### src/design/gpd_pkg.sv
// ----------------------------------------------------------------------------
// gpd_pkg
// Types, codes and small helper functions shared by the gamepad packet decoder.
// ----------------------------------------------------------------------------
package gpd_pkg;

   // Packet store and byte counter
   localparam int unsigned STORE_DEPTH = 18;
   localparam int unsigned COUNT_W     = 5;
   localparam logic [COUNT_W-1:0] COUNT_MAX = 5'd31;

   // Length thresholds
   localparam logic [COUNT_W-1:0] LEN_MIN    = 5'd2;
   localparam logic [COUNT_W-1:0] LEN_MARK   = 5'd4;
   localparam logic [COUNT_W-1:0] LEN_STATUS = 5'd5;
   localparam logic [COUNT_W-1:0] LEN_STATE  = 5'd18;
   localparam logic [COUNT_W-1:0] LEN_INFO   = 5'd29;

   // Byte patterns
   localparam logic [7:0] BYTE_ZERO      = 8'h00;
   localparam logic [7:0] BYTE_BATT_TAG  = 8'h13;
   localparam logic [7:0] BYTE_MARKER    = 8'h09;
   localparam logic [7:0] BYTE_INFO_ID   = 8'h0f;
   localparam logic [7:0] BYTE_INFO_SUB  = 8'hf0;
   localparam logic [7:0] BYTE_STATE_ID  = 8'h01;
   localparam int unsigned BIT_LINK      = 3;   // byte 0: link status valid
   localparam int unsigned BIT_PAD       = 7;   // byte 1: controller present
   localparam int unsigned BIT_HEADSET   = 6;   // byte 1: headset present

   // State payload: bytes 6 to 17 of the packet
   localparam int unsigned PAYLOAD_FIRST = 6;
   localparam int unsigned PAYLOAD_LEN   = STORE_DEPTH - PAYLOAD_FIRST;

   // CSR map
   localparam int unsigned CSR_ADDR_W = 3;
   localparam logic [CSR_ADDR_W-1:0] CSR_ADDR_DEADZONE = 3'd0;
   localparam int unsigned DEADZONE_W = 15;

   typedef enum logic [1:0] {
      KIND_REJECT = 2'd0,
      KIND_STATUS = 2'd1,
      KIND_STATE  = 2'd2
   } event_kind_type;

   localparam logic [1:0] PRES_UNKNOWN = 2'd0;
   localparam logic [1:0] PRES_ABSENT  = 2'd1;
   localparam logic [1:0] PRES_PRESENT = 2'd2;

   localparam logic [1:0] BATT_NONE   = 2'd0;
   localparam logic [1:0] BATT_STATUS = 2'd1;
   localparam logic [1:0] BATT_INFO   = 2'd2;

   localparam logic [3:0] HAT_UP         = 4'd0;
   localparam logic [3:0] HAT_UP_RIGHT   = 4'd1;
   localparam logic [3:0] HAT_RIGHT      = 4'd2;
   localparam logic [3:0] HAT_DOWN_RIGHT = 4'd3;
   localparam logic [3:0] HAT_DOWN       = 4'd4;
   localparam logic [3:0] HAT_DOWN_LEFT  = 4'd5;
   localparam logic [3:0] HAT_LEFT       = 4'd6;
   localparam logic [3:0] HAT_UP_LEFT    = 4'd7;
   localparam logic [3:0] HAT_CENTRE     = 4'd8;

   // Classified packet, front to back
   typedef struct packed {
      event_kind_type                  kind;
      logic [1:0]                      conn;
      logic [1:0]                      head;
      logic [1:0]                      src;
      logic [7:0]                      raw;
      logic                            mark;
      logic [PAYLOAD_LEN-1:0][7:0]     payload;
   } pkt_rec_type;

   typedef struct packed {
      logic full;
      logic not_empty;
   } queue_status_type;

   // Decoded event, back to top
   typedef struct packed {
      event_kind_type kind;
      logic [1:0]     conn;
      logic [1:0]     head;
      logic [1:0]     src;
      logic [7:0]     raw;
      logic           mark;
      logic [14:0]    buttons;
      logic [3:0]     hat;
      logic [15:0]    trig;
      logic [31:0]    lstick;
      logic [31:0]    rstick;
   } rsp_item_type;

   // d-pad bits: 0 up, 1 down, 2 left, 3 right; opposing pairs cancel
   function automatic logic [3:0] hat_from_dpad(input logic [3:0] dpad);
      logic up, down, left, right;
      logic [3:0] hat;
      up    = dpad[0] & ~dpad[1];
      down  = dpad[1] & ~dpad[0];
      left  = dpad[2] & ~dpad[3];
      right = dpad[3] & ~dpad[2];
      if      (up   & ~left & ~right) hat = HAT_UP;
      else if (up   &  right)         hat = HAT_UP_RIGHT;
      else if (right & ~up & ~down)   hat = HAT_RIGHT;
      else if (down &  right)         hat = HAT_DOWN_RIGHT;
      else if (down & ~left & ~right) hat = HAT_DOWN;
      else if (down &  left)          hat = HAT_DOWN_LEFT;
      else if (left & ~up & ~down)    hat = HAT_LEFT;
      else if (up   &  left)          hat = HAT_UP_LEFT;
      else                            hat = HAT_CENTRE;
      return hat;
   endfunction

   // Zero an axis whose magnitude is under the threshold (0 disables).
   // -32768 gives magnitude 0x8000, above any threshold.
   function automatic logic [15:0] deadzone_axis(input logic [15:0] v,
                                                 input logic [DEADZONE_W-1:0] thr);
      logic [15:0] mag;
      logic [15:0] res;
      mag = v[15] ? (16'd0 - v) : v;
      res = v;
      if ((thr != '0) && ({1'b0, thr} > mag)) res = '0;
      return res;
   endfunction

endpackage

### src/design/gpd_front.sv
// ----------------------------------------------------------------------------
// gpd_front
// Byte counter, packet store and header classification.
// ----------------------------------------------------------------------------
module gpd_front import gpd_pkg::*; (
   input  logic        clock,
   input  logic        reset,
   input  logic        byte_accept,
   input  logic [7:0]  packet_byte,
   input  logic        end_of_packet,
   output logic        push,
   output pkt_rec_type rec
);

   logic [COUNT_W-1:0] count_ff, count_in;
   logic [7:0]         store_ff [STORE_DEPTH];
   logic [STORE_DEPTH-1:0][7:0] d;
   logic [COUNT_W-1:0] len;

   // Current packet as seen with the incoming byte merged in
   always_comb begin
      for (int i = 0; i < STORE_DEPTH; i++) begin
         d[i] = (count_ff == COUNT_W'(i)) ? packet_byte : store_ff[i];
      end
      len = (count_ff == COUNT_MAX) ? COUNT_MAX : count_ff + 5'd1;
   end

   always_comb begin
      count_in = count_ff;
      if (byte_accept) begin
         count_in = end_of_packet ? '0 : len;
      end
   end

   always_ff @(posedge clock) begin
      if (reset) begin
         count_ff <= '0;
      end else begin
         count_ff <= count_in;
      end
   end

   always_ff @(posedge clock) begin
      if (byte_accept && (count_ff < COUNT_W'(STORE_DEPTH))) begin
         store_ff[count_ff] <= packet_byte;
      end
   end

   // Header classification
   always_comb begin
      rec.kind    = KIND_STATUS;
      rec.conn    = PRES_UNKNOWN;
      rec.head    = PRES_UNKNOWN;
      rec.src     = BATT_NONE;
      rec.raw     = '0;
      rec.mark    = 1'b0;
      for (int i = 0; i < PAYLOAD_LEN; i++) begin
         rec.payload[i] = d[PAYLOAD_FIRST + i];
      end

      if (len < LEN_MIN) begin
         rec.kind = KIND_REJECT;
      end else begin
         if ((len >= LEN_STATUS) && (d[0] == BYTE_ZERO) && (d[1] == BYTE_ZERO) &&
             (d[2] == BYTE_ZERO) && (d[3] == BYTE_BATT_TAG)) begin
            rec.src = BATT_STATUS;
            rec.raw = d[4];
         end
         if ((d[1] == BYTE_MARKER) || ((len >= LEN_MARK) && (d[3] == BYTE_MARKER))) begin
            rec.mark = 1'b1;
         end
         if (d[0][BIT_LINK]) begin
            rec.conn = d[1][BIT_PAD]     ? PRES_PRESENT : PRES_ABSENT;
            rec.head = d[1][BIT_HEADSET] ? PRES_PRESENT : PRES_ABSENT;
         end
         if ((len >= LEN_INFO) && (d[0] == BYTE_ZERO) && (d[1] == BYTE_INFO_ID) &&
             (d[2] == BYTE_ZERO) && (d[3] == BYTE_INFO_SUB) &&
             (d[16] == BYTE_BATT_TAG)) begin
            rec.src = BATT_INFO;
            rec.raw = d[17];
         end
         if (d[1] == BYTE_STATE_ID) begin
            if (len < LEN_STATE) begin
               rec.kind = KIND_REJECT;
            end else if (d[4] == BYTE_ZERO) begin
               rec.kind = KIND_STATE;
               if (rec.conn == PRES_UNKNOWN) rec.conn = PRES_PRESENT;
            end
         end
      end

      if (rec.kind == KIND_REJECT) begin
         rec.conn = PRES_UNKNOWN;
         rec.head = PRES_UNKNOWN;
         rec.src  = BATT_NONE;
         rec.raw  = '0;
         rec.mark = 1'b0;
      end
   end

   assign push = byte_accept & end_of_packet;

endmodule

### src/design/gpd_queue.sv
// ----------------------------------------------------------------------------
// gpd_queue
// Short FIFO of classified packets between front and back.
// ----------------------------------------------------------------------------
module gpd_queue import gpd_pkg::*; #(
   parameter int unsigned DEPTH = 2
) (
   input  logic             clock,
   input  logic             reset,
   input  logic             push,
   input  pkt_rec_type      push_rec,
   input  logic             pop,
   output pkt_rec_type      head_rec,
   output queue_status_type status
);

   localparam int unsigned PTR_W = (DEPTH > 1) ? $clog2(DEPTH) : 1;
   localparam int unsigned CNT_W = $clog2(DEPTH + 1);

   pkt_rec_type        mem_ff [DEPTH];
   logic [PTR_W-1:0]   wr_ptr_ff, wr_ptr_in;
   logic [PTR_W-1:0]   rd_ptr_ff, rd_ptr_in;
   logic [CNT_W-1:0]   count_ff, count_in;
   logic               do_push, do_pop;

   assign status.full      = (count_ff == CNT_W'(DEPTH));
   assign status.not_empty = (count_ff != '0);
   assign do_push = push & ~status.full;
   assign do_pop  = pop & status.not_empty;
   assign head_rec = mem_ff[rd_ptr_ff];

   always_comb begin
      wr_ptr_in = wr_ptr_ff;
      rd_ptr_in = rd_ptr_ff;
      count_in  = count_ff;
      if (do_push) begin
         wr_ptr_in = (wr_ptr_ff == PTR_W'(DEPTH - 1)) ? '0 : wr_ptr_ff + 1'b1;
      end
      if (do_pop) begin
         rd_ptr_in = (rd_ptr_ff == PTR_W'(DEPTH - 1)) ? '0 : rd_ptr_ff + 1'b1;
      end
      case ({do_push, do_pop})
         2'b10:   count_in = count_ff + 1'b1;
         2'b01:   count_in = count_ff - 1'b1;
         default: count_in = count_ff;
      endcase
   end

   always_ff @(posedge clock) begin
      if (reset) begin
         wr_ptr_ff <= '0;
         rd_ptr_ff <= '0;
         count_ff  <= '0;
      end else begin
         wr_ptr_ff <= wr_ptr_in;
         rd_ptr_ff <= rd_ptr_in;
         count_ff  <= count_in;
      end
   end

   always_ff @(posedge clock) begin
      if (do_push) begin
         mem_ff[wr_ptr_ff] <= push_rec;
      end
   end

endmodule

### src/design/gpd_back.sv
// ----------------------------------------------------------------------------
// gpd_back
// Controller state decode, deadzone and result register.
// ----------------------------------------------------------------------------
module gpd_back import gpd_pkg::*; (
   input  logic                  clock,
   input  logic                  reset,
   input  pkt_rec_type           head_rec,
   input  logic                  head_valid,
   input  logic [DEADZONE_W-1:0] deadzone,
   input  logic                  rsp_ready,
   output logic                  pop,
   output logic                  rsp_valid,
   output rsp_item_type          rsp_item
);

   logic         valid_ff, valid_in;
   rsp_item_type item_ff, item_in;
   logic [7:0]   btn_lo, btn_hi;

   assign pop = head_valid & (~valid_ff | rsp_ready);

   always_comb begin
      btn_lo = head_rec.payload[0];   // byte 6
      btn_hi = head_rec.payload[1];   // byte 7

      item_in.kind    = head_rec.kind;
      item_in.conn    = head_rec.conn;
      item_in.head    = head_rec.head;
      item_in.src     = head_rec.src;
      item_in.raw     = head_rec.raw;
      item_in.mark    = head_rec.mark;
      item_in.buttons = '0;
      item_in.hat     = HAT_CENTRE;
      item_in.trig    = '0;
      item_in.lstick  = '0;
      item_in.rstick  = '0;
      if (head_rec.kind == KIND_STATE) begin
         item_in.buttons = {btn_hi[7:4], btn_hi[2:0], btn_lo};
         item_in.hat     = hat_from_dpad(btn_lo[3:0]);
         item_in.trig    = {head_rec.payload[3], head_rec.payload[2]};
         item_in.lstick  = {deadzone_axis({head_rec.payload[7],  head_rec.payload[6]},
                                          deadzone),
                            deadzone_axis({head_rec.payload[5],  head_rec.payload[4]},
                                          deadzone)};
         item_in.rstick  = {deadzone_axis({head_rec.payload[11], head_rec.payload[10]},
                                          deadzone),
                            deadzone_axis({head_rec.payload[9],  head_rec.payload[8]},
                                          deadzone)};
      end
   end

   always_comb begin
      valid_in = valid_ff;
      if (pop) begin
         valid_in = 1'b1;
      end else if (rsp_ready) begin
         valid_in = 1'b0;
      end
   end

   always_ff @(posedge clock) begin
      if (reset) begin
         valid_ff <= 1'b0;
      end else begin
         valid_ff <= valid_in;
      end
   end

   always_ff @(posedge clock) begin
      if (pop) begin
         item_ff <= item_in;
      end
   end

   assign rsp_valid = valid_ff;
   assign rsp_item  = item_ff;

endmodule

### src/design/gamepad_receiver_packet_decoder_top.sv
// ----------------------------------------------------------------------------
// gamepad_receiver_packet_decoder_top
// Decodes wireless gamepad receiver packets, fed a byte per transaction,
// into one event per packet.
// ----------------------------------------------------------------------------
//
//  Channel | Ports   | Direction | Moves
//  --------+---------+-----------+-------------------------------------------
//  req     | req_t*  | in        | one packet byte, tlast on the final byte
//  rsp     | rsp_t*  | out       | one decoded event per packet
//  csr     | csr_p*  | in/out    | APB-style access to the deadzone threshold
//
//  One byte is taken every cycle unless the queue is full. The front stage
//  counts and stores bytes and classifies the header in the cycle the last
//  byte arrives; the queue then feeds the back's result register (rsp_tvalid).
//  The front/back queue (QUEUE_DEPTH packets) absorbs rsp stalls; req_tready
//  drops only when it is full. Non-final bytes still need a free slot.
//  Synchronous reset clears the byte count, queue and output valid; the
//  deadzone threshold resets to zero (disabled).
//
module gamepad_receiver_packet_decoder_top import gpd_pkg::*; #(
   parameter int unsigned QUEUE_DEPTH = 2
) (
   input  logic                  clock,
   input  logic                  reset,
   // Packet bytes
   input  logic                  req_tvalid,
   output logic                  req_tready,
   input  logic [7:0]            req_tdata,   // [7:0] packet_byte
   input  logic                  req_tlast,   // end_of_packet
   // Decoded events
   output logic                  rsp_tvalid,
   input  logic                  rsp_tready,
   output logic [119:0]          rsp_tdata,   // [1:0] connected_code, [3:2] headset_code,
                                              // [5:4] battery_source, [13:6] battery_raw,
                                              // [14] battery_marker, [29:15] button_bits,
                                              // [33:30] hat_direction, [49:34] trigger_pair,
                                              // [81:50] left_stick, [113:82] right_stick,
                                              // [119:114] zero
   output logic [1:0]            rsp_tuser,   // [1:0] event_kind
   // Configuration
   input  logic                  csr_psel,
   input  logic                  csr_penable,
   input  logic                  csr_pwrite,
   input  logic [CSR_ADDR_W-1:0] csr_paddr,
   input  logic [31:0]           csr_pwdata,
   output logic [31:0]           csr_prdata,
   output logic                  csr_pready
);

   logic [DEADZONE_W-1:0] deadzone_ff, deadzone_in;
   logic                  csr_write;

   logic                  byte_accept;
   logic                  push;
   pkt_rec_type           push_rec;
   pkt_rec_type           head_rec;
   queue_status_type      q_status;
   logic                  pop;
   rsp_item_type          rsp_item;

   // ---------------- CSR ----------------
   assign csr_pready = 1'b1;
   assign csr_write  = csr_psel & csr_penable & csr_pwrite & csr_pready &
                       (csr_paddr == CSR_ADDR_DEADZONE);

   always_comb begin
      deadzone_in = deadzone_ff;
      if (csr_write) deadzone_in = csr_pwdata[DEADZONE_W-1:0];
   end

   always_ff @(posedge clock) begin
      if (reset) begin
         deadzone_ff <= '0;
      end else begin
         deadzone_ff <= deadzone_in;
      end
   end

   // Unmapped addresses read as zero
   assign csr_prdata = (csr_paddr == CSR_ADDR_DEADZONE) ?
                       {{(32 - DEADZONE_W){1'b0}}, deadzone_ff} : 32'd0;

   // ---------------- Front ----------------
   assign req_tready  = ~q_status.full;
   assign byte_accept = req_tvalid & req_tready;

   gpd_front u_front (
      .clock         (clock),
      .reset         (reset),
      .byte_accept   (byte_accept),
      .packet_byte   (req_tdata),
      .end_of_packet (req_tlast),
      .push          (push),
      .rec           (push_rec)
   );

   // ---------------- Queue ----------------
   gpd_queue #(
      .DEPTH (QUEUE_DEPTH)
   ) u_queue (
      .clock    (clock),
      .reset    (reset),
      .push     (push),
      .push_rec (push_rec),
      .pop      (pop),
      .head_rec (head_rec),
      .status   (q_status)
   );

   // ---------------- Back ----------------
   gpd_back u_back (
      .clock      (clock),
      .reset      (reset),
      .head_rec   (head_rec),
      .head_valid (q_status.not_empty),
      .deadzone   (deadzone_ff),
      .rsp_ready  (rsp_tready),
      .pop        (pop),
      .rsp_valid  (rsp_tvalid),
      .rsp_item   (rsp_item)
   );

   assign rsp_tuser = rsp_item.kind;
   assign rsp_tdata = {6'd0,
                       rsp_item.rstick,
                       rsp_item.lstick,
                       rsp_item.trig,
                       rsp_item.hat,
                       rsp_item.buttons,
                       rsp_item.mark,
                       rsp_item.raw,
                       rsp_item.src,
                       rsp_item.head,
                       rsp_item.conn};

endmodule

### config.mk
export PLATFORM = sky130hd
export DESIGN_NAME = gamepad_receiver_packet_decoder_top
export DESIGN_NICKNAME = d
export VERILOG_FILES = /design/src/design/gpd_pkg.sv /design/src/design/gpd_front.sv /design/src/design/gpd_queue.sv /design/src/design/gpd_back.sv /design/src/design/gamepad_receiver_packet_decoder_top.sv
export SDC_FILE = /design/constraint.sdc
export NUM_CORES = 1
export LEC_CHECK = 0
export BUFFER_PORTS_ARGS = -buffer_cell sky130_fd_sc_hd__buf_2
export CORE_AREA = 2 2 222 224
export CTS_CLUSTER_SIZE = 20
export DETAILED_ROUTE_END_ITERATION = 6
export DIE_AREA = 0 0 224 226
export HOLD_SLACK_MARGIN = 0.15
export PLACE_DENSITY = 0.68
export SYNTH_ARGS = -nofsm -noshare
export SYNTH_HDL_FRONTEND = slang
export SYNTH_HIERARCHICAL = 1
export SYNTH_SLANG_ARGS = --single-unit
export TNS_END_PERCENT = 1
### constraint.sdc
create_clock -name clock -period 15.97 [get_ports clock]
set_input_delay 2.3955 -clock clock [delete_from_list [all_inputs] [get_ports clock]]
set_output_delay 2.3955 -clock clock [all_outputs]
set_load 0.01 [all_outputs]
Yosys cells after proc, flatten, opt, wreduce, memory -nomap -nowiden
Memories as Yosys holds them, arrays and structs flattened. A register that Yosys moved wholly into a read port is not among the register bits.
Index checks and enable logic that the tools add are counted.
Storage, ports and cells
  bits in registers: 141
  memory bits (writable): 370
  input port bits: 51
  output and inout bits: 157
  logic and storage cells: 200
  memories: 2
Memory list
  u_queue.mem_ff: words 2, width 113, rd ports 1, clocked after memory_dff 1, wr ports 1, line gpd_queue.sv:20  | pkt_rec_type mem_ff [DEPTH];
  u_front.store_ff: words 18, width 8, rd ports 17, clocked after memory_dff 0, wr ports 1, line gpd_front.sv:16  | logic [7:0] store_ff [STORE_DEPTH];
Operators by class
  add/sub/neg operators: 9
  $lt $le $gt $ge: 10
  equality and inequality tests: 28
  muxes and demuxes: 58
  bitwise logic cells: 36
  reduce and logical (&&, ||, !) cells: 35
Operator list (number)
  $mux W8: 17
  $gt A15 B16 Y1: 4
  $mux W16: 4
  $sub A1 B16 Y16 const A: 4
  $mux W4: 12
  $mux W15: 3
  $eq A5 B4 Y1 const B: 8
  $logic_not A8 Y1: 4
  $and A1 B1 Y1: 24
  $eq A8 B4 Y1 const B: 3
  $eq A8 B5 Y1 const B: 2
  $eq A5 B3 Y1 const B: 3
  $eq A5 B5 Y1 const B: 3
  $logic_and A1 B1 Y1: 15
  $reduce_bool A15 Y1: 1
  $mux W2: 6
  $mux W1: 11
  $not A1 Y1: 11
  $eq A5 B2 Y1 const B: 2
  $ge A5 B3 Y1 const B: 2
  $lt A5 B5 Y1 const B: 2
  $mux W10: 1
  $mux W5: 2
  $reduce_or A2 Y1: 5
  other kinds (21): 27

Longest topological paths before layout
Gate-level depths: netlist of the first run.
  word-level depth: 13
  gate-level depth with buffers: 18
  mapped depth without buffers: 14

Modules after synthesis
The synthesis of the first run kept the hierarchy.
By module, submodules not included
  gpd_queue: instances 1, cells each 378, area each 8395.6 um2, sequential area each 6886.6 um2
  gpd_back: instances 1, cells each 714, area each 7582.3 um2, sequential area each 3503.4 um2
  gpd_front: instances 1, cells each 483, area each 6861.6 um2, sequential area each 4184.0 um2
  gamepad_receiver_packet_decoder_top: instances 1, cells each 111, area each 1001.0 um2, sequential area each 300.3 um2

Least setup slack after synthesis of the first run
Ideal clock, no wire load.
  kind: in2reg
  start: input rsp_tready
  end: register u_queue.count_ff[1]
  setup time: 0.070 ns
  arrival: 12.277 ns
  required time: 15.900 ns
  setup slack: 3.623 ns
  stages: 6
  buffers on the path: 0
  path through: inv_1 > a21boi_0 > o21a_1 > ha_1 > or3_1 > a21oi_1
On the way
  longest elaborated chain between the ends: 5
  elaborated cells between the ends (all ways): 7
  classes of those cells: 2 x eq/ne; 1 x mux; 3 x bitwise; 1 x reduce/logical
RTL lines
  from (decl): line gamepad_receiver_packet_decoder_top.sv:33  | input logic rsp_tready,
  $or A1 B1 Y1 (*): line gpd_back.sv:21  | assign pop = head_valid & (~valid_ff | rsp_ready);
  $and A1 B1 Y1 (*): line gpd_back.sv:21
  via pop: line gamepad_receiver_packet_decoder_top.sv:59  | logic pop;
  $and A1 B1 Y1 (*): line gpd_queue.sv:29  | assign do_pop = pop & status.not_empty;
  via u_queue.do_pop: line gpd_queue.sv:24  | logic do_push, do_pop;
  $eq A2 B1 Y1 / $eq A2 B2 Y1 (equally long branches): line gpd_queue.sv:42  | case ({do_push, do_pop})
  $pmux W2 S2 / $reduce_bool A2 Y1 (equally long branches)
  to (signal assigned): line gpd_queue.sv:57  | count_ff <= count_in;
  to (decl): line gpd_queue.sv:23  | logic [CNT_W-1:0] count_ff, count_in;
The timed path passes the listed nets; every way through them passes the cells marked *.
A chain may end at the register's enable or synchronous reset.

Final worst setup path of the first run
  start: input csr_paddr[1]
  end: output csr_prdata[2]
On the way
  longest elaborated chain between the ends: 2
RTL lines
  from (decl): line gamepad_receiver_packet_decoder_top.sv:45  | input logic [CSR_ADDR_W-1:0] csr_paddr,
  $logic_not A3 Y1: line gamepad_receiver_packet_decoder_top.sv:81  | assign csr_prdata = (csr_paddr == CSR_ADDR_DEADZONE) ?
  $mux W15: line gamepad_receiver_packet_decoder_top.sv:81
  to (decl): line gamepad_receiver_packet_decoder_top.sv:47  | output logic [31:0] csr_prdata,
No other way between the ends.

==> results.sh, run 1 <==
export IMPL_status="finished clean"
export IMPL_grt_util_all_layers=0.202
export IMPL_initial_core_util=0.491
export IMPL_hold_violations=0
export IMPL_antenna_found_initial=0
export IMPL_dpl_cell_area_sq_um=25000
export IMPL_gp_congestion=0.858
export IMPL_postCtsSetupBuffers=0
export IMPL_row_count=81
export IMPL_viasPerCell=5.69
export IMPL_gr_usage_met2=0.321
export IMPL_numClockSinks=501
export IMPL_fill_cells=3895
export IMPL_worstHoldStart="u_queue/wr_ptr_ff$_SDFFE_PP0P_"
export IMPL_drv_cap=0
export IMPL_gr_total_overflow=0
export IMPL_grt_pass1_vias=13700
export IMPL_coreArea_sq_um=48300
export IMPL_cp_start_kind="input port"
export IMPL_dieWidth_um=224
export IMPL_dpl_hpwl_mm=32.7
export IMPL_numCtsBuffers=51
export IMPL_clock_latency_ns=0.60
export IMPL_worst_clock_skew_ns=0.0266
export IMPL_hold_end="u_queue/wr_ptr_ff$_SDFFE_PP0P_"
export IMPL_wl_mm=51.7
export IMPL_hold_slack_ns=0.501
export IMPL_powerDensity_nw_per_um2=127
export IMPL_yosysWarnings=6
export IMPL_tightest_slew_ns=1.31
export IMPL_leakagePower_nw=9.34
export IMPL_first_iter_violations=1178
export IMPL_design_area_sq_um=26600
export IMPL_r2r_slack_ns=10.93
export IMPL_ir_drop_uv=111
export IMPL_r2r_end="u_back/rsp_item[49]$_SDFFCE_PP0P_"
export IMPL_use_met1=0.287
export IMPL_setup_viol=0
export IMPL_dpl_worst_slack_ns=10.17
export IMPL_die_h_um=226
export IMPL_cts_root_buffer="clkbuf_16"
export IMPL_wl_per_cell_um=20.8
export IMPL_setup_worst_path_end_class="output pin"
export IMPL_ios=208
export IMPL_grt_first_pass_wirelength_mm=79.0
export IMPL_clk_pin_slew_ns=0.06
export IMPL_max_freq_ghz=0.173
export IMPL_rr_worst_depth=12
export IMPL_first_pass_iters=5
export IMPL_drive_above_1_share=0.295
export IMPL_rsz0062_at_grt="false"
export IMPL_fin_crit_ns=5.77
export IMPL_htree_levels=2
export IMPL_ant_nets=0
export IMPL_synthCells=1681
export IMPL_grt_busiest_layer="met2"
export IMPL_slew_violations=0
export IMPL_grt_max_degree=87
export IMPL_diodes=0
export IMPL_drc_errors=0
export IMPL_total_power_mw=3.36
export IMPL_critPathKind="input port to output pin"
export IMPL_tns_ns=0
export IMPL_synth_area_sq_um=23700
export IMPL_worstPathArrival_ns=3.38
export IMPL_hp_class="register to register"
export IMPL_max_slew_margin=0.123
export IMPL_finalNetCount=1950
export IMPL_hold_depth=2
export IMPL_fin_ws_ns=10.20
export IMPL_num_vias=14200
export IMPL_critical_path_max_fanout=16
export IMPL_synth_area_per_cell_sq_um=14.1
export IMPL_fin_crit_sh=0.362
export IMPL_met3_usage=0.0340
export IMPL_cts_resized=0
export IMPL_die_area_sq_um=50600
export IMPL_hold_buffers=0
export IMPL_clk_path_buf_depth=3
export IMPL_area_growth_pct=12.0
export IMPL_critPathRequiredTime_ns=13.57
export IMPL_port_buffers=166
export IMPL_cts_tree="built"
## critical path, cell delays in order
cell,delay (ns)
buf_2,0.10
nor3_2,0.51
and2_2,0.24
buf_2,0.12
## flip-flops by register name, indices dropped and copies added, names as in the netlist, named ones only
register	cells
u_queue/mem_ff	224
u_front/store_ff	135
u_back/rsp_item	116
deadzone_ff	15
u_front/count_ff	5
u_queue/count_ff	2
u_back/rsp_valid	1
u_queue/rd_ptr_ff	1
u_queue/wr_ptr_ff	1
## cells in the final DEF (no fill, tap or decap), types with 13 or more instances in the layout
master and n:
a21oi_1 22, and2_1 44, and3_1 23, buf_2 166, buf_4 24, clkbuf_16 52
conb_1 24, dfxtp_1 25, edfxtp_1 475, ha_1 70, inv_1 26, mux2_2 216
mux2i_1 24, nand2_1 129, nand2b_1 48, nand3_1 52, nand4_1 24, nor2_1 35
nor2b_1 14, nor3_1 18, nor4_1 16, o21ai_0 46, o22ai_1 25, o22ai_2 20
o31ai_1 13, xor2_1 50
## through the flow
step | std cells | util
2_1_floorplan | 1703 | -
3_3_place_gp | 2398 | 0.516
3_5_place_dp | 2398 | 0.516
4_1_cts | 2489 | 0.550
5_1_grt | 2489 | 0.550
6_report | 2489 | 0.550
## per-layer routing
layer / vias to the layer above / wire length, um / share of wire
met5: - / 0 / 0
met4: 0 / 1230 / 0.024
li1: 6635 / - / -
met2: 451 / 23900 / 0.46
met1: 6990 / 23700 / 0.46
met3: 82 / 2900 / 0.056
## worst max path at each step
stage / cells after the start / endpoint / slack [ns] / from
global placement: 4 / csr_prdata[3] / 10.24 / csr_paddr[1]
finish: 4 / csr_prdata[2] / 10.20 / csr_paddr[1]
floorplan: 6 / u_queue/count_ff[1]$_SDFFE_PP0P_ / 3.62 / rsp_tready
detailed placement: 4 / csr_prdata[2] / 10.17 / csr_paddr[1]
global route: 4 / csr_prdata[0] / 10.05 / csr_paddr[1]
CTS: 4 / csr_prdata[2] / 10.17 / csr_paddr[1]
## layout make-up
type,instances,area [sq um],area share
flip-flops and latches,501,14800,0.556
multi-input cells,1057,8270,0.311
clock buffers,63,1340,0.0505
repair buffers,190,1010,0.0380
well taps,622,778,0.0293
clock inverters,28,282,0.0106
inverters,28,108,0.00405
## power breakdown
| group | switching [mW] | internal (mW) |
|---|---|---|
| logic | 0.367 | 0.208 |
| clock network | 0.484 | 0.677 |
| registers | 0.0339 | 1.59 |
No activity file was read; power rests on OpenSTA's default activity.
==> inputs of run 2 (changes only) <==
Clock period 15.97 ns to 5.9 ns, I/O delays scaled along.
==> run 2 against run 1 <==
Effect of this change: the run now ends with design-rule violations left; clock-buffer cell count increased by 2; worst hold slack better by 0.0055 ns; sequential share of layout area down 0.13 points; highest routed layer unchanged; clock power rose to 2.8 times the previous value; critical path type is now register to register; setup slack got worse by 9.2 ns; routed wire length is 1.3% higher; die area stayed put; via count is 0.45% higher; register-to-register slack lost 9.9 ns; flip-flop and latch count is the same; critical path depth rose by 7.
==> results.sh, run 2 (same netlist as run 1, synthesis figures left out) <==
export IMPL_postCtsSetupBuffers=0
export IMPL_powerDensity_nw_per_um2=344
export IMPL_cts_resized=0
export IMPL_leakagePower_nw=9.36
export IMPL_diodes=0
export IMPL_largest_reg_flops=224
export IMPL_cts_tree="built"
export IMPL_cts_root_buffer="clkbuf_16"
export IMPL_viasPerCell=5.70
export IMPL_tns_ns=0
export IMPL_dpl_hpwl_mm=32.9
export IMPL_ant_nets=0
export IMPL_wl_per_cell_um=21.0
export IMPL_hold_violations=0
export IMPL_initial_core_util=0.491
export IMPL_design_area_sq_um=26600
export IMPL_row_count=81
export IMPL_worstHoldStart="deadzone_ff[0]$_SDFFE_PP0P_"
export IMPL_gr_total_overflow=0
export IMPL_hold_end="deadzone_ff[0]$_SDFFE_PP0P_"
export IMPL_tightest_slew_ns=1.30
export IMPL_status="finished, violations left"
export IMPL_max_freq_ghz=0.204
export IMPL_fin_crit_ns=4.90
export IMPL_critPathKind="register to register"
export IMPL_clock_latency_ns=0.61
export IMPL_r2r_slack_ns=1.00
export IMPL_grt_max_degree=117
export IMPL_hold_buffers=0
export IMPL_top_register="u_queue/mem_ff"
export IMPL_die_area_sq_um=50600
export IMPL_num_vias=14200
export IMPL_clk_path_buf_depth=3
export IMPL_ios=208
export IMPL_final_common_cell="edfxtp_1"
export IMPL_area_growth_pct=12.3
export IMPL_gp_congestion=0.849
export IMPL_hp_class="register to register"
export IMPL_clk_pin_slew_ns=0.06
export IMPL_cp_start_kind="register"
export IMPL_setup_viol=0
export IMPL_die_h_um=226
export IMPL_first_pass_iters=7
export IMPL_first_iter_violations=1099
export IMPL_setup_worst_path_end_class="register"
export IMPL_grt_first_pass_wirelength_mm=79.6
export IMPL_stdcell_count=2494
export IMPL_grt_pass1_vias=13800
export IMPL_r2r_end="u_back/rsp_item[29]$_SDFFCE_PP0P_"
export IMPL_rr_worst_depth=11
export IMPL_numClockSinks=501
export IMPL_antenna_found_initial=0
export IMPL_dpl_cell_area_sq_um=25000
export IMPL_grt_util_all_layers=0.205
export IMPL_htree_levels=2
export IMPL_max_slew_margin=0.127
export IMPL_critical_path_max_fanout=57
export IMPL_drc_errors=3
export IMPL_critPathRequiredTime_ns=6.19
export IMPL_place_inst=2397
export IMPL_coreArea_sq_um=48300
export IMPL_fin_crit_sh=0.830
export IMPL_finalNetCount=1950
export IMPL_worst_clock_skew_ns=0.0294
export IMPL_dieWidth_um=224
export IMPL_drv_cap=0
export IMPL_mostFrequentLayoutCells="edfxtp_1, mux2_2, buf_2, nand2_1, ha_1"
export IMPL_wl_mm=52.4
export IMPL_drive_above_1_share=0.295
export IMPL_ir_drop_uv=470
export IMPL_worstPathArrival_ns=5.18
export IMPL_hold_depth=2
export IMPL_failed_checks="design-rule violations"
export IMPL_rsz0062_at_grt="false"
export IMPL_numCtsBuffers=52
export IMPL_slew_violations=0
export IMPL_port_buffers=166
run 2: cell count changes in the layout (fill, tap and decap cells not counted), sizes merged:
cell    change
buf         -1
clkinv      +4
bufinv      -1
clkbuf      +2
inv         +1
run 2: how the worst max path moves through the flow:
stage | cells past startpoint | slack [ns] | startpoint | to
floorplan | 6 | 0.70 | rsp_tready | u_queue/count_ff[1]$_SDFFE_PP0P_
global placement | 11 | 1.25 | register | u_back/rsp_item[29]$_SDFFCE_PP0P_
detailed placement | 11 | 1.04 | register | u_back/rsp_item[29]$_SDFFCE_PP0P_
CTS | 11 | 1.01 | register | u_back/rsp_item[29]$_SDFFCE_PP0P_
global route | 11 | 0.56 | register | u_back/rsp_item[29]$_SDFFCE_PP0P_
finish | 11 | 1.00 | register | u_back/rsp_item[29]$_SDFFCE_PP0P_
run 2: metrics by stage:
stage / util / total power, mW / hold slack (ns) / worst slack [ns]
2_1_floorplan: - / 5.55 / 0.452 / 0.700
3_3_place_gp: 0.517 / 5.99 / 0.471 / 1.25
3_5_place_dp: 0.517 / 6.05 / 0.504 / 1.04
4_1_cts: 0.551 / 9.25 / 0.498 / 1.01
5_1_grt: 0.551 / 9.54 / 0.523 / 0.560
6_report: 0.551 / 9.15 / 0.507 / 1.00
run 2: cell type report:
class                   count  area [sq um]
repair buffers            189          1040
clock inverters            32           297
inverters                  28           108
flip-flops and latches    501         14800
clock buffers              65          1360
fillers                  3869         21700
multi-input cells        1057          8270
well taps                 622           778
run 2: routing by layer:
metal  vias up  global-route usage  part of all wire
met5         -                   0                 0
met4         0              0.0632             0.024
met3        86              0.0358             0.056
met2       443               0.324              0.46
met1      7073               0.289              0.46
li1       6620                   -                 -
run 2: worst max-delay path: stages (launching register included):
cell	delay, ns
dfxtp_4	0.87
buf_4	0.37
mux2_2	0.44
nor4_1	0.48
nand2b_1	0.14
o31ai_1	0.32
xor2_1	0.12
ha_1	0.31
and3_1	0.20
nand3_1	0.18
a31oi_2	0.84
o21ai_0	0.25
run 2: power by group:
group          switching, mW  internal [mW]  leakage (nW)  total [mW]
Sequential             0.109           4.31          4.59        4.42
Clock                   1.37           1.82         0.814        3.19
Combinational          0.975          0.571          3.96        1.55
==> inputs of run 3 (changes only) <==
Settings changed: PLACE_DENSITY 0.68 to 0.71.
Clock period 5.9 ns to 4.2 ns, I/O delays scaled along.
==> run 3 against run 2 <==
Effect of this change: the run now ends clean; sequential power is 40% higher; largest power group unchanged; setup slack worse by 0.86 ns; clock power grew 38%; sequential share of layout area down 0.61 points; clock skew rose by 0.0072 ns.
==> results.sh, run 3 (same netlist as run 1, synthesis figures left out) <==
export IMPL_powerDensity_nw_per_um2=477
export IMPL_rsz0062_at_grt="true"
export IMPL_switching_share=0.266
export IMPL_intPower_mw=9.42
export IMPL_largest_reg_flops=224
export IMPL_postCtsSetupBuffers=0
export IMPL_numClockSinks=501
export IMPL_clock_latency_ns=0.60
export IMPL_cts_tree="built"
export IMPL_setup_viol=0
export IMPL_viasPerCell=5.66
export IMPL_cp_start_kind="register"
export IMPL_worstHoldStart="csr_pwdata[6]"
export IMPL_grt_pass1_vias=13800
export IMPL_worst_clock_skew_ns=0.0366
export IMPL_fin_crit_ns=4.05
export IMPL_mostFrequentLayoutCells="edfxtp_1, mux2_2, buf_2, nand2_1, ha_1"
export IMPL_critPathRequiredTime_ns=4.62
export IMPL_first_pass_iters=5
export IMPL_tightest_slew_ns=0.858
export IMPL_r2r_end="u_back/rsp_item[6]$_SDFFCE_PP0P_"
export IMPL_row_count=81
export IMPL_dpl_cell_area_sq_um=25300
export IMPL_gp_congestion=0.876
export IMPL_worstPathArrival_ns=4.48
export IMPL_dieWidth_um=224
export IMPL_power_frac_clock=0.342
export IMPL_leakagePower_nw=9.51
export IMPL_slew_violations=0
export IMPL_tns_ns=0
export IMPL_seq_power_share=0.481
export IMPL_fin_crit_sh=0.965
export IMPL_combPwrFrac=0.177
export IMPL_wl_mm=52.1
export IMPL_top_register="u_queue/mem_ff"
export IMPL_ios=208
export IMPL_grt_max_degree=117
export IMPL_max_slew_margin=0.428
export IMPL_drive_above_1_share=0.310
export IMPL_ant_nets=0
export IMPL_hold_end="deadzone_ff[6]$_SDFFE_PP0P_"
export IMPL_port_buffers=166
export IMPL_die_h_um=226
export IMPL_place_inst=2429
export IMPL_first_iter_violations=1195
export IMPL_r2r_slack_ns=0.15
export IMPL_finalNetCount=1980
export IMPL_drc_errors=0
export IMPL_design_area_sq_um=26900
export IMPL_grt_first_pass_wirelength_mm=79.5
export IMPL_die_area_sq_um=50600
export IMPL_dpl_hpwl_mm=34.5
export IMPL_total_power_mw=12.8
export IMPL_htree_levels=2
export IMPL_drv_cap=0
export IMPL_rr_worst_depth=16
export IMPL_cts_root_buffer="clkbuf_16"
export IMPL_final_common_cell="edfxtp_1"
export IMPL_initial_core_util=0.491
export IMPL_area_growth_pct=13.5
export IMPL_grt_util_all_layers=0.204
export IMPL_hold_violations=0
export IMPL_critical_path_max_fanout=21
export IMPL_critPathKind="register to register"
export IMPL_hold_depth=3
export IMPL_clk_path_buf_depth=3
export IMPL_num_vias=14300
export IMPL_ir_drop_uv=754
export IMPL_numCtsBuffers=50
export IMPL_gr_total_overflow=0
export IMPL_wl_per_cell_um=20.6
export IMPL_clk_pin_slew_ns=0.06
export IMPL_status="finished clean"
export IMPL_coreArea_sq_um=48300
export IMPL_setup_worst_path_end_class="register"
export IMPL_power_switching_mw=3.42
export IMPL_hp_class="input port to register"
export IMPL_antenna_found_initial=0
export IMPL_stdcell_count=2524
export IMPL_max_freq_ghz=0.247
[run 3: changes by cell type in the layout (fill, tap and decap cells not counted), sizes merged]
cell,change
bufinv,+1
clkinvlp,+5
clkinv,-3
buf,+32
diode,+1
clkbuf,-8
inv,+2
[run 3: stage by stage]
| step | hold slack (ns) | worst slack, ns | util |
|---|---|---|---|
| after floorplan | 0.452 | -0.177 | - |
| after global placement | 0.473 | 0.107 | 0.523 |
| after CTS | 0.273 | 0.0303 | 0.556 |
| after global routing | 0.294 | -0.0181 | 0.557 |
| final | 0.306 | 0.145 | 0.557 |
| after detailed placement | 0.501 | -0.00628 | 0.523 |
[run 3: how the worst max path moves through the flow]
stage                     from                           endpoint  slack, ns  cells after the start
global route          register   u_back/rsp_item[6]$_SDFFCE_PP0P_      -0.02                     16
detailed placement    register  u_back/rsp_item[49]$_SDFFCE_PP0P_     -0.006                     13
CTS                   register  u_back/rsp_item[49]$_SDFFCE_PP0P_       0.03                     13
global placement      register  u_back/rsp_item[49]$_SDFFCE_PP0P_       0.11                     13
floorplan           req_tvalid     u_queue/mem_ff[1][0]$_DFFE_PP_      -0.18                      4
finish                register   u_back/rsp_item[6]$_SDFFCE_PP0P_       0.15                     16
[run 3: critical path, stage by stage, from the launching register on]
cell,delay [ns]
dfxtp_4,0.38
buf_12,0.17
mux2_2,0.40
inv_1,0.09
ha_1,0.20
nand2b_1,0.09
nand2b_1,0.16
or2_2,0.32
o41ai_1,0.31
xor2_1,0.12
ha_1,0.29
and2_1,0.14
nand4_1,0.20
o41ai_2,0.48
nor2_2,0.12
buf_4,0.21
o22ai_2,0.19
[run 3: area by class of cell]
cell class,count,area [sq um]
diodes,1,2.50
clock buffers,57,1280
clock inverters,37,345
fillers,3791,21400
inverters,28,108
multi-input cells,1057,8300
flip-flops and latches,501,14800
well taps,622,778
repair buffers,221,1340
[run 3: timing repair]
item,4_1_cts,5_1_grt
gates resized for setup,1,8
cloned,0,0
hold buffers,0,0
endpoints found under the hold margin,0,0
setup endpoints to repair,4,48
pin swaps,0,1
[run 3: per-layer routing]
| metal | vias to the layer above | GRT usage | share of wire |
|---|---|---|---|
| met5 | - | 0 | 0 |
| met4 | 0 | 0.0600 | 0.022 |
| met3 | 77 | 0.0307 | 0.055 |
| met2 | 416 | 0.327 | 0.47 |
| met1 | 7101 | 0.288 | 0.45 |
| li1 | 6699 | - | - |
[run 3: power by group through the flow]
| stage | Clock, mW | Combinational (mW) | Sequential (mW) |
|---|---|---|---|
| after floorplan | 0 | 1.31 | 6.47 |
| after global placement | 0 | 2.22 | 6.26 |
| after detailed placement | 0 | 2.28 | 6.28 |
| after CTS | 4.48 | 2.29 | 6.18 |
| after global routing | 4.67 | 2.49 | 6.21 |
| final | 4.39 | 2.28 | 6.17 |
